===== src/hw/rtl/assert_macros.svh =====
// Assertion helpers shared by the RTL files.
`ifndef ASSERT_MACROS_SVH
`define ASSERT_MACROS_SVH

// Checked on every rising edge, quiet while reset is asserted.
`define ASSERT_RST(lbl, prop, msg) \
  lbl: assert property (@(posedge clk_i) disable iff (!rst_ni) (prop)) else $error(msg);

// Checked on every rising edge, reset included.
`define ASSERT_ALWAYS(lbl, prop, msg) \
  lbl: assert property (@(posedge clk_i) (prop)) else $error(msg);

`endif


===== src/hw/rtl/tked_pkg.sv =====
package tked_pkg;

  // Counter widths for the CSI prefix and parameter bookkeeping
  localparam int unsigned PREFIX_CNT_W = 6;
  localparam int unsigned PARAM_CNT_W  = 4;

  // Key event codes
  typedef enum logic [3:0] {
    K_PLAIN = 4'd0,
    K_ESC   = 4'd1,
    K_UP    = 4'd2,
    K_DOWN  = 4'd3,
    K_LEFT  = 4'd4,
    K_RIGHT = 4'd5,
    K_HOME  = 4'd6,
    K_END   = 4'd7,
    K_PGUP  = 4'd8,
    K_PGDN  = 4'd9,
    K_DEL   = 4'd10
  } key_kind_e;

  // Decoder phase
  typedef enum logic [1:0] {
    PH_IDLE = 2'd0,
    PH_ESC  = 2'd1,
    PH_SS3  = 2'd2,
    PH_CSI  = 2'd3
  } phase_e;

  // Which tilde key the parameters asked for
  typedef enum logic [1:0] {
    TM_NONE = 2'd0,
    TM_PGUP = 2'd1,
    TM_PGDN = 2'd2,
    TM_DEL  = 2'd3
  } tilde_e;

  // Byte values
  localparam logic [7:0] CH_ESC      = 8'd27;
  localparam logic [7:0] CH_O        = 8'h4F;
  localparam logic [7:0] CH_LBRACK   = 8'h5B;
  localparam logic [7:0] CH_A        = 8'h41;
  localparam logic [7:0] CH_B        = 8'h42;
  localparam logic [7:0] CH_C        = 8'h43;
  localparam logic [7:0] CH_D        = 8'h44;
  localparam logic [7:0] CH_F        = 8'h46;
  localparam logic [7:0] CH_H        = 8'h48;
  localparam logic [7:0] CH_LOW_F    = 8'h66;
  localparam logic [7:0] CH_TILDE    = 8'h7E;
  localparam logic [7:0] CH_0        = 8'h30;
  localparam logic [7:0] CH_9        = 8'h39;
  localparam logic [7:0] CH_SEMI     = 8'h3B;
  localparam logic [7:0] CH_COLON    = 8'h3A;
  localparam logic [7:0] FINAL_LO    = 8'h40;
  localparam logic [7:0] FINAL_HI    = 8'h7E;
  localparam logic [7:0] NAV_HOME    = 8'hE0;
  localparam logic [7:0] NAV_END     = 8'hE1;
  localparam logic [7:0] NAV_UP      = 8'hE2;
  localparam logic [7:0] NAV_DOWN    = 8'hE3;
  localparam logic [7:0] NAV_LEFT    = 8'hE4;
  localparam logic [7:0] NAV_RIGHT   = 8'hE5;
  localparam logic [7:0] NAV_PGUP    = 8'hE6;
  localparam logic [7:0] NAV_PGDN    = 8'hE7;
  localparam logic [7:0] NAV_DEL     = 8'hE9;
  localparam logic [7:0] PARAM_SAT   = 8'd255;
  localparam logic [7:0] PV_ONE      = 8'd1;
  localparam logic [7:0] PV_PGUP     = 8'd5;
  localparam logic [7:0] PV_PGDN     = 8'd6;
  localparam logic [7:0] PV_DEL      = 8'd3;

  // One key event
  typedef struct packed {
    key_kind_e  kind;
    logic [7:0] key_byte;
  } key_res_t;

  // Events caused by one input byte, in order
  typedef struct packed {
    logic [1:0] num;
    key_res_t   res0;
    key_res_t   res1;
  } dec_out_t;

  // Parameter summary kept while inside CSI
  typedef struct packed {
    logic [PARAM_CNT_W-1:0] cnt;
    logic                   first_one;
    tilde_e                 tilde;
  } csi_par_t;

  // Decode of a byte seen with no sequence open
  typedef struct packed {
    logic     emit;
    logic     opens_esc;
    key_res_t res;
  } fresh_t;

endpackage


===== src/hw/rtl/tked_core.sv =====
module tked_core #(
  parameter int unsigned PREFIX_MAX = 62,
  parameter int unsigned PARAM_MAX  = 8
) (
  input  logic              clk_i,
  input  logic              rst_ni,
  input  logic              step_i,
  input  logic [7:0]        byte_i,
  input  logic              eoi_i,
  output tked_pkg::dec_out_t dec_o
);
  import tked_pkg::*;

  `include "assert_macros.svh"

  phase_e                  phase_q, phase_d;
  logic [PREFIX_CNT_W-1:0] prefix_cnt_q, prefix_cnt_d;
  csi_par_t                par_q, par_d;
  logic [7:0]              pval_q, pval_d;
  logic                    digit_seen_q, digit_seen_d;
  logic                    prefix_bad_q, prefix_bad_d;

  logic     e0_vld, e1_vld;
  key_res_t e0, e1;
  fresh_t   fr;
  csi_par_t par_fin;
  logic     is_final, is_digit;
  logic [11:0] pval_mul;

  localparam csi_par_t ParClear = '{cnt: '0, first_one: 1'b0, tilde: TM_NONE};

  // Single keyboard navigation codes
  function automatic key_kind_e nav_kind(logic [7:0] c);
    key_kind_e k;
    unique case (c)
      NAV_HOME:  k = K_HOME;
      NAV_END:   k = K_END;
      NAV_UP:    k = K_UP;
      NAV_DOWN:  k = K_DOWN;
      NAV_LEFT:  k = K_LEFT;
      NAV_RIGHT: k = K_RIGHT;
      NAV_PGUP:  k = K_PGUP;
      NAV_PGDN:  k = K_PGDN;
      NAV_DEL:   k = K_DEL;
      default:   k = K_PLAIN;
    endcase
    return k;
  endfunction

  // Record one finished parameter
  function automatic csi_par_t push_param(csi_par_t p, logic [7:0] v);
    csi_par_t r;
    r = p;
    if (p.cnt < PARAM_CNT_W'(PARAM_MAX)) begin
      if (p.cnt == '0) r.first_one = (v == PV_ONE);
      if (p.tilde == TM_NONE) begin
        priority if (v == PV_PGUP) r.tilde = TM_PGUP;
        else if (v == PV_PGDN) r.tilde = TM_PGDN;
        else if (v == PV_DEL) r.tilde = TM_DEL;
        else r.tilde = TM_NONE;
      end
      r.cnt = p.cnt + 1'b1;
    end
    return r;
  endfunction

  // Byte decoded with no sequence open
  always_comb begin
    key_kind_e nk;
    nk = nav_kind(byte_i);
    fr.opens_esc    = 1'b0;
    fr.emit         = 1'b1;
    fr.res.kind     = nk;
    fr.res.key_byte = 8'd0;
    if (nk == K_PLAIN) begin
      if (byte_i == CH_ESC) begin
        fr.emit      = 1'b0;
        fr.opens_esc = 1'b1;
      end else begin
        fr.res.key_byte = byte_i;
      end
    end
  end

  assign is_final = (byte_i >= FINAL_LO) && (byte_i <= FINAL_HI);
  assign is_digit = (byte_i >= CH_0) && (byte_i <= CH_9);
  assign par_fin  = digit_seen_q ? push_param(par_q, pval_q) : par_q;
  assign pval_mul = ({4'd0, pval_q} << 3) + ({4'd0, pval_q} << 1)
                  + {8'd0, byte_i[3:0]};

  // Next state and the events of this byte
  always_comb begin
    phase_d      = phase_q;
    prefix_cnt_d = prefix_cnt_q;
    par_d        = par_q;
    pval_d       = pval_q;
    digit_seen_d = digit_seen_q;
    prefix_bad_d = prefix_bad_q;
    e0_vld       = 1'b0;
    e0           = '{kind: K_ESC, key_byte: 8'd0};
    e1_vld       = 1'b0;
    e1           = fr.res;

    if (eoi_i) begin
      e0_vld       = (phase_q != PH_IDLE);
      phase_d      = PH_IDLE;
      prefix_cnt_d = '0;
      par_d        = ParClear;
      pval_d       = 8'd0;
      digit_seen_d = 1'b0;
      prefix_bad_d = 1'b0;
    end else begin
      unique case (phase_q)
        PH_IDLE: begin
          e1_vld  = fr.emit;
          phase_d = fr.opens_esc ? PH_ESC : PH_IDLE;
        end
        PH_ESC: begin
          if (byte_i == CH_O) begin
            phase_d = PH_SS3;
          end else if (byte_i == CH_LBRACK) begin
            phase_d      = PH_CSI;
            prefix_cnt_d = '0;
            par_d        = ParClear;
            pval_d       = 8'd0;
            digit_seen_d = 1'b0;
            prefix_bad_d = 1'b0;
          end else begin
            e0_vld  = 1'b1;
            e1_vld  = fr.emit;
            phase_d = fr.opens_esc ? PH_ESC : PH_IDLE;
          end
        end
        PH_SS3: begin
          e0_vld  = 1'b1;
          phase_d = PH_IDLE;
          unique case (byte_i)
            CH_A:    e0.kind = K_UP;
            CH_B:    e0.kind = K_DOWN;
            CH_C:    e0.kind = K_RIGHT;
            CH_D:    e0.kind = K_LEFT;
            CH_H:    e0.kind = K_HOME;
            CH_F:    e0.kind = K_END;
            default: begin
              e1_vld  = fr.emit;
              phase_d = fr.opens_esc ? PH_ESC : PH_IDLE;
            end
          endcase
        end
        PH_CSI: begin
          if (is_final || prefix_cnt_q >= PREFIX_CNT_W'(PREFIX_MAX)) begin
            // Sequence ends: report and clear
            e0_vld       = 1'b1;
            phase_d      = PH_IDLE;
            prefix_cnt_d = '0;
            par_d        = ParClear;
            pval_d       = 8'd0;
            digit_seen_d = 1'b0;
            prefix_bad_d = 1'b0;
            if (is_final) begin
              priority if (byte_i == CH_A) e0.kind = K_UP;
              else if (byte_i == CH_B) e0.kind = K_DOWN;
              else if (byte_i == CH_C) e0.kind = K_RIGHT;
              else if (byte_i == CH_D) e0.kind = K_LEFT;
              else if (prefix_bad_q) e0.kind = K_ESC;
              else if (byte_i == CH_H || byte_i == CH_LOW_F) begin
                if (par_fin.cnt == '0 ||
                    (par_fin.cnt == PARAM_CNT_W'(1) && par_fin.first_one)) begin
                  e0.kind = K_HOME;
                end else begin
                  e0.kind = K_ESC;
                end
              end
              else if (byte_i == CH_F) e0.kind = K_END;
              else if (byte_i == CH_TILDE) begin
                unique case (par_fin.tilde)
                  TM_PGUP: e0.kind = K_PGUP;
                  TM_PGDN: e0.kind = K_PGDN;
                  TM_DEL:  e0.kind = K_DEL;
                  default: e0.kind = K_ESC;
                endcase
              end
              else e0.kind = K_ESC;
            end
          end else begin
            // Prefix byte
            prefix_cnt_d = prefix_cnt_q + 1'b1;
            if (is_digit) begin
              pval_d       = (pval_mul > 12'(PARAM_SAT)) ? PARAM_SAT : pval_mul[7:0];
              digit_seen_d = 1'b1;
            end else if (byte_i == CH_SEMI || byte_i == CH_COLON) begin
              par_d        = push_param(par_q, digit_seen_q ? pval_q : 8'd0);
              pval_d       = 8'd0;
              digit_seen_d = 1'b0;
            end else begin
              prefix_bad_d = 1'b1;
            end
          end
        end
        default: phase_d = PH_IDLE;
      endcase
    end
  end

  // Pack the events in order
  always_comb begin
    if (e0_vld) begin
      dec_o.res0 = e0;
      dec_o.res1 = e1;
      dec_o.num  = e1_vld ? 2'd2 : 2'd1;
    end else begin
      dec_o.res0 = e1;
      dec_o.res1 = e1;
      dec_o.num  = e1_vld ? 2'd1 : 2'd0;
    end
  end

  // State registers
  always_ff @(posedge clk_i or negedge rst_ni) begin
    if (!rst_ni) begin
      phase_q      <= PH_IDLE;
      prefix_cnt_q <= '0;
      par_q        <= ParClear;
      pval_q       <= 8'd0;
      digit_seen_q <= 1'b0;
      prefix_bad_q <= 1'b0;
    end else if (step_i) begin
      phase_q      <= phase_d;
      prefix_cnt_q <= prefix_cnt_d;
      par_q        <= par_d;
      pval_q       <= pval_d;
      digit_seen_q <= digit_seen_d;
      prefix_bad_q <= prefix_bad_d;
    end
  end

  `ASSERT_ALWAYS(a_csi_state_clear,
    phase_q != PH_CSI |-> (prefix_cnt_q == '0 && par_q.cnt == '0 && !digit_seen_q),
    "CSI bookkeeping not clear outside a CSI sequence")
  `ASSERT_RST(a_prefix_bound, prefix_cnt_q <= PREFIX_CNT_W'(PREFIX_MAX),
    "CSI prefix count beyond its limit")
  `ASSERT_RST(a_param_bound, par_q.cnt <= PARAM_CNT_W'(PARAM_MAX),
    "CSI parameter count beyond its limit")

endmodule


===== src/hw/rtl/terminal_key_escape_decoder_top.sv =====
// Channel   Direction  Payload
// s_axis    in         tdata[7:0] byte, tuser[0] end of input
// m_axis    out        tdata[3:0] key kind, tdata[11:4] key byte, tlast last event
//
// One request enters per cycle while s_axis_tready is high. It moves from the input
// register into the result register once the result register is free, and its first
// event is then offered from the result register.
// A byte that yields two events holds the result register until both are taken,
// which holds the input side off while both events wait.
// Reset returns the decoder to idle with no sequence open and both stages empty.
// A stalled output stalls the input side only when the result register cannot
// take the next request's events.
module terminal_key_escape_decoder_top #(
  parameter int unsigned PREFIX_MAX = 62,
  parameter int unsigned PARAM_MAX  = 8
) (
  input  logic        clk_i,
  input  logic        rst_ni,
  input  logic        s_axis_tvalid,
  output logic        s_axis_tready,
  input  logic [7:0]  s_axis_tdata,   // [7:0] in_byte
  input  logic [0:0]  s_axis_tuser,   // [0] end_of_input
  output logic        m_axis_tvalid,
  input  logic        m_axis_tready,
  output logic [15:0] m_axis_tdata,   // [3:0] key_kind, [11:4] key_byte, [15:12] zero
  output logic        m_axis_tlast
);
  import tked_pkg::*;

  `include "assert_macros.svh"

  logic       in_vld_q;
  logic [7:0] in_byte_q;
  logic       in_eoi_q;
  logic       advance, res_free, pop;
  logic [1:0] res_cnt_q;
  key_res_t   res0_q, res1_q;
  dec_out_t   dec;

  tked_core #(
    .PREFIX_MAX(PREFIX_MAX),
    .PARAM_MAX (PARAM_MAX)
  ) u_core (
    .clk_i (clk_i),
    .rst_ni(rst_ni),
    .step_i(advance),
    .byte_i(in_byte_q),
    .eoi_i (in_eoi_q),
    .dec_o (dec)
  );

  // Handshake control
  assign pop           = m_axis_tvalid && m_axis_tready;
  assign res_free      = (res_cnt_q == 2'd0) || (res_cnt_q == 2'd1 && m_axis_tready);
  assign advance       = in_vld_q && res_free;
  assign s_axis_tready = !in_vld_q || advance;

  // Input register
  always_ff @(posedge clk_i or negedge rst_ni) begin
    if (!rst_ni) begin
      in_vld_q <= 1'b0;
    end else if (s_axis_tready) begin
      in_vld_q <= s_axis_tvalid;
    end
  end

  always_ff @(posedge clk_i) begin
    if (s_axis_tvalid && s_axis_tready) begin
      in_byte_q <= s_axis_tdata;
      in_eoi_q  <= s_axis_tuser[0];
    end
  end

  // Result register, two event slots
  always_ff @(posedge clk_i or negedge rst_ni) begin
    if (!rst_ni) begin
      res_cnt_q <= 2'd0;
    end else if (advance) begin
      res_cnt_q <= dec.num;
    end else if (pop) begin
      res_cnt_q <= res_cnt_q - 2'd1;
    end
  end

  always_ff @(posedge clk_i) begin
    if (advance) begin
      res0_q <= dec.res0;
      res1_q <= dec.res1;
    end else if (pop && res_cnt_q == 2'd2) begin
      res0_q <= res1_q;
    end
  end

  assign m_axis_tvalid = (res_cnt_q != 2'd0);
  assign m_axis_tlast  = (res_cnt_q == 2'd1);
  assign m_axis_tdata  = {4'd0, res0_q.key_byte, res0_q.kind};

  `ASSERT_RST(a_res_cnt_range, res_cnt_q != 2'd3, "result slot count out of range")
  `ASSERT_RST(a_pair_shift, (res_cnt_q == 2'd2 && m_axis_tready) |=> res_cnt_q == 2'd1,
    "second event lost or repeated after a pop")
  `ASSERT_RST(a_byte_only_plain,
    (m_axis_tvalid && res0_q.kind != K_PLAIN) |-> res0_q.key_byte == 8'd0,
    "key byte set on a non-plain event")

endmodule


===== config.mk =====
export PLATFORM = sky130hd
export DESIGN_NAME = terminal_key_escape_decoder_top
export DESIGN_NICKNAME = d
export VERILOG_FILES = /design/src/hw/rtl/tked_pkg.sv /design/src/hw/rtl/tked_core.sv /design/src/hw/rtl/terminal_key_escape_decoder_top.sv
export VERILOG_INCLUDE_DIRS = /design/src /design/src/hw/rtl
export SDC_FILE = /design/constraint.sdc
export NUM_CORES = 1
export LEC_CHECK = 0
export BUFFER_PORTS_ARGS = -buffer_cell sky130_fd_sc_hd__buf_2
export CAP_MARGIN = 0
export CORE_UTILIZATION = 57
export CTS_BUF_LIST = sky130_fd_sc_hd__clkbuf_4 sky130_fd_sc_hd__clkbuf_8
export DETAILED_ROUTE_END_ITERATION = 6
export PLACE_DENSITY = 0.85
export SYNTH_ARGS = -nofsm -noshare
export SYNTH_HDL_FRONTEND = slang
export SYNTH_SLANG_ARGS = --single-unit

===== constraint.sdc =====
create_clock -name clk_i -period 2.8 [get_ports clk_i]
set_clock_uncertainty 0.1 [all_clocks]
set_input_delay 0.42 -clock clk_i [delete_from_list [all_inputs] [get_ports clk_i]]
set_output_delay 0.42 -clock clk_i [all_outputs]
set_load 0.01 [all_outputs]

After elaboration in Yosys (flattened, before gate mapping)
Index checks and enable logic that the tools add are counted.
- bits in registers: 61
- equal/unequal tests: 49
- add/subtract/negate cells: 5
- $lt $le $gt $ge: 7
- reductions and logical operators: 34
- muxes and demuxes: 90
- operators by type and width (cell ; number):
    $eq A8 B7 Y1 const B ; 10
    $mux W8 ; 10
    $eq A8 B8 Y1 const B ; 9
    $mux W7 ; 9
    $mux W4 ; 11
    $mux W2 ; 18
    $pmux W4 S9 ; 1
    $eq A8 B3 Y1 const B ; 4
    $mux W26 ; 1
    $mux W12 ; 2
    $mux W6 ; 4
    $mux W1 ; 22
    $pmux W3 S6 ; 1
    $eq A8 B1 Y1 const B ; 2
    $eq A8 B2 Y1 const B ; 2
    $eq A8 B6 Y1 const B ; 2
    $ne A4 B2 Y1 const B ; 4
    $pmux W8 S2 ; 1
    $reduce_and A8 Y1 ; 2
    $pmux W7 S2 ; 1
    $add A11 B9 Y12 ; 1
    $add A12 B4 Y12 ; 1
    $gt A12 B8 Y1 const B ; 1
    $logic_not A4 Y1 ; 3
    37 further kinds ; 63

Longest topological paths before layout
- depth after elaboration: 23
- mapped depth: 11

Hierarchy
From an unflattened synthesis, not the netlist that was laid out.
- cells, all modules: 404
- area total of the unflattened synthesis: 4119.0 µm²
- by module, submodules not included (module ; area an instance (µm²) ; sequential area each (µm²) ; cells each ; instances):
    tked_core ; 2665.1 ; 625.6 ; 326 ; 1
    terminal_key_escape_decoder_top ; 1453.9 ; 1066.0 ; 78 ; 1

Least setup slack after synthesis
Ideal clock, no wire load.
- path type: reg-to-reg
- start: register in_byte_q[3]
- end: register u_core.pval_q[6]
- data required time: 2.570 ns
- library setup time: 0.130 ns
- path slack: 0.261 ns
- cell stages (with the launch flop): 10
- arrival time: 2.309 ns
- clock period less this slack: 2.539 ns
- cell sequence: edfxtp_1 fa_1 inv_1 fa_1 nor2b_1 o31ai_1 nor4_1 o21ai_1 a21oi_1 o2bb2ai_1
- word-level cells in the longest chain between the ends: 7
- elaborated cells on any way between the ends: 23
- RTL lines (element ; RTL line ; text):
    start, declared ; terminal_key_escape_decoder_top.sv:33 ; logic [7:0] in_byte_q;
    start signal, assigned ; terminal_key_escape_decoder_top.sv:69 ; in_byte_q <= s_axis_tdata;
    $add A12 B4 Y12 ; tked_core.sv:89 ; + {8'd0, byte_i[3:0]};
    $gt A12 B8 Y1 ; tked_core.sv:189 ; pval_d = (pval_mul > 12'(PARAM_SAT)) ? PARAM_SAT : pval_mul[7:0];
    $mux W8 ; tked_core.sv:189 ;
    $mux W8 ; tked_core.sv:188 ; if (is_digit) begin
    $mux W8 ; tked_core.sv:151 ; if (is_final || prefix_cnt_q >= PREFIX_CNT_W'(PREFIX_MAX)) begin
    $pmux W8 S2 ; tked_core.sv:113 ; unique case (phase_q)
    $mux W8 ; tked_core.sv:104 ; if (eoi_i) begin
    end signal, assigned ; tked_core.sv:231 ; pval_q <= pval_d;
    end, declared ; tked_core.sv:19 ; logic [7:0] pval_q, pval_d;
Parallel ways exist; a longest one is shown, timed or not.
A chain may end at the register's enable or synchronous reset.

Worst setup path in the final report
- start: register in_byte_q[3]
- end: register u_core.pval_q[1]
Same word-level chain as after synthesis.

==> flow_summary_export.csv <==
group,metric,value,unit
sta,period_share,95.5,%
sta,hold_ws,0.00654,ns
clock_network,insertion_delay,0.34,ns
clock_network,h-tree-depth,3,
sta,finalSetupViolations,0,
logic_synthesis,synthesis.area,3960,sq um
cells_and_area,stdcell_count,523,
sta,period_needed,2.67,ns
sta,slew_violations,0,
sta,setup_slack,0.125,ns
logic_synthesis,ys_ff_latch,61,
drt,vias,3197,
floorplanning,dieArea,7280,sq um
worst_setup_path,cp.required,2.95,ns
logic_synthesis,ys_seq_area_share,42.7,%
placement,hpwl,6230,um
floorplanning,start_util,58.6,%
placement,gp_congestion,0.898,
sta,fmax,374,MHz
logic_synthesis,synthDistinctLibCells,78,
drt,wirelength,8540,um
global_routing,track_usage,25.3,%
hold_path,min_path_type,"primary input to async pin",
outcome,outcome,"complete, no violations",
global_routing,grt_pass1_wl,14300,um
worst_setup_path,cp.arrival,2.83,ns
cells_and_area,nets,477,
clock_network,clock_sinks,61,
sta,relSlewSlack,56.5,%
drt,drt_iter0_markers,248,
worst_setup_path,critPathMaxStageDelay,0.58,ns
sta,tightest_slew,0.652,ns
logic_synthesis,ys.flop_type,"edfxtp_1",
pwr,ir_drop,0.448,mV
drt,avgRoutedWirePerCell,16.3,um
clock_network,clk_pin_slew,0.07,ns
global_routing,grt_max_degree,29,
clock_network,ctsLongestPathBuffers,2,
pwr,pwr_density_cell,750,nW/um^2
clock_network,cts_buffers,9,
floorplanning,die_h,85.4,um
logic_synthesis,async_reset_ff_share,45.9,%
worst_setup_path,crit_chain,"fa_1, inv_1, fa_2, nor2b_2, o31ai_2, o2bb2ai_1, o21ai_2, nor2_1, o2bb2ai_1",
cells_and_area,drive_gt1_share,17.8,%
drt,ant_nets,0,
worst_setup_path,crit_top_cell,"o2bb2ai_1",
clock_network,tritoncts,"yes",
drt,drcViolationCount,0,
worst_setup_path,worstPathMaxFanout,7,
sta,rsz0062_at_grt,"false",
drt,vias_per_cell,6.11,
logic_synthesis,synth_edf_count,33,
logic_synthesis,synth_area_per_cell,9.68,sq um
placement,io_buffers,27,
global_routing,grt_overflow,0,
floorplanning,die_x,85.4,um
worst_setup_path,start_kind,"register",
floorplanning,coreArea,6760,sq um
worst_setup_path,cpLargestDelayFamily,"adder cells",
floorplanning,ioPinCount,32,
global_routing,grt_pass1_vias,3033,
cells_and_area,antenna_cells,0,
placement,post-place-ws,-0.0172,ns
worst_setup_path,crit_type,"register to register",
worst_setup_path,cp_slowest_cell,"fa_1",
logic_synthesis,yosys_warnings,0,
cells_and_area,synthToLayoutAreaGrowth,11.2,%
logic_synthesis,syn_inst,409,
clock_network,cts_root_buf,"clkbuf_8",
global_routing,antenna_found_initial,0,
flow_run,maxCapViolCount,0,
worst_setup_path,critPathBufInv,1,
clock_network,cts_hold_buffers,0,
pwr,power,3.30,mW
floorplanning,rows,30,
placement,place_inst,507,
drt,first_pass_iters,5,
pwr,p_leak,1.88,nW
worst_setup_path,critPathCaptureType,"register",
sta,final-hold-violation-count,0,
==> cells in the mapped netlist, drive strengths merged, types with 5 or more instances <==
cell     number  area share [%]
dfrtp        28              18
a21o          5            0.95
buf          16             2.2
xor2          7             1.5
o31ai         5             1.1
edfxtp       33              25
nor2b        13             2.1
nand2b       10             1.6
nand3        10             1.3
nor3         14             1.9
nand2        38             3.6
inv          21             2.0
ha           24             7.6
o22ai         5            0.79
a21oi        18             2.3
clkbuf        6            0.57
nor2         33             3.2
nand4         6             1.3
o2bb2ai       8             1.8
o21ai        28             3.7
==> final timing paths <==
check                                                    from                                 end  slack (ns)  cells past startpoint
min                                                    rst_ni  u_core.prefix_cnt_q[0]$_DFFE_PN0P_       0.007                      1
min reg2reg                u_core.prefix_cnt_q[5]$_DFFE_PN0P_  u_core.prefix_cnt_q[5]$_DFFE_PN0P_        0.41                      2
max in group asynchronous                              rst_ni         u_core.par_q[0]$_DFFE_PN0P_        2.17                      1
min in group clk_i                            s_axis_tdata[0]              in_byte_q[0]$_DFFE_PP_        0.15                      1
max                                    in_byte_q[3]$_DFFE_PP_        u_core.pval_q[1]$_DFFE_PN0P_        0.13                      9
max reg2reg                            in_byte_q[3]$_DFFE_PP_        u_core.pval_q[1]$_DFFE_PN0P_        0.13                      9
==> layout by cell type (no fill, tap or decap), types with 12 or more instances in the layout <==
cell      count
o21ai_0      16
dfrtp_1      28
nor2_1       32
a21oi_1      18
nor2b_1      12
edfxtp_1     33
buf_2        27
nand2_1      38
ha_1         24
nor3_1       13
inv_1        19
==> logic make-up after synthesis <==
kind of cell,share of synthesized area (%)
other,0.0947
DFF,42.7
and+or+nand+nor,22.6
adders and majority gates,8.59
muxes,1.33
buffers and inverters,4.87
xor gates and xnor gates,2.21
AOI/OAI and AO/OA,17.6
==> sequential cells by signal (all words and copies together) (netlist names), 2 cells and up <==
signal,cells
in_byte_q,8
u_core.prefix_cnt_q,6
res1_q,12
u_core.pval_q,8
res_cnt_q,2
u_core.phase_q,2
u_core.par_q,7
m_axis_tdata,12
==> per-layer routing <==
metal	GRT usage, %	routed length [um]
met5	0	0
met4	13.3	262
met3	4.86	429
met2	40.8	4090
met1	32.4	3760
==> power by group <==
group	internal (mW)	leakage, nW	switching, mW	total (mW)
registers	1.27	0.691	0.115	1.39
logic	0.378	1.08	0.684	1.06
clock network	0.516	0.114	0.336	0.853
==> layout make-up <==
cell class / instances / area, sq um
Clock buffer: 11 / 139
Clock inverter: 5 / 75.1
Fill cell: 564 / 2350
Inverter: 22 / 82.6
Multi-Input combinational cell: 307 / 2110
Sequential cell: 61 / 1690
Tap cell: 80 / 100
Timing Repair Buffer: 37 / 210
==> per-stage QoR <==
stage / utilization (%) / setup TNS (ns) / area (sq um)
5_1_grt: 65.2 / 0 / 4410
3_5_place_dp: 61.7 / -0.0303 / 4170
6_report: 65.2 / 0 / 4410
2_1_floorplan: - / 0 / 3970
4_1_cts: 65.0 / 0 / 4390
3_3_place_gp: 61.7 / 0 / 4170
==> what timing repair did <==
item	CTS	global route
gates cloned	0	0
endpoints found under the setup margin	6	7
pin swaps	0	2
buffers inserted	0	0
gates resized for setup	1	4
(Power assumes the default switching activity.)
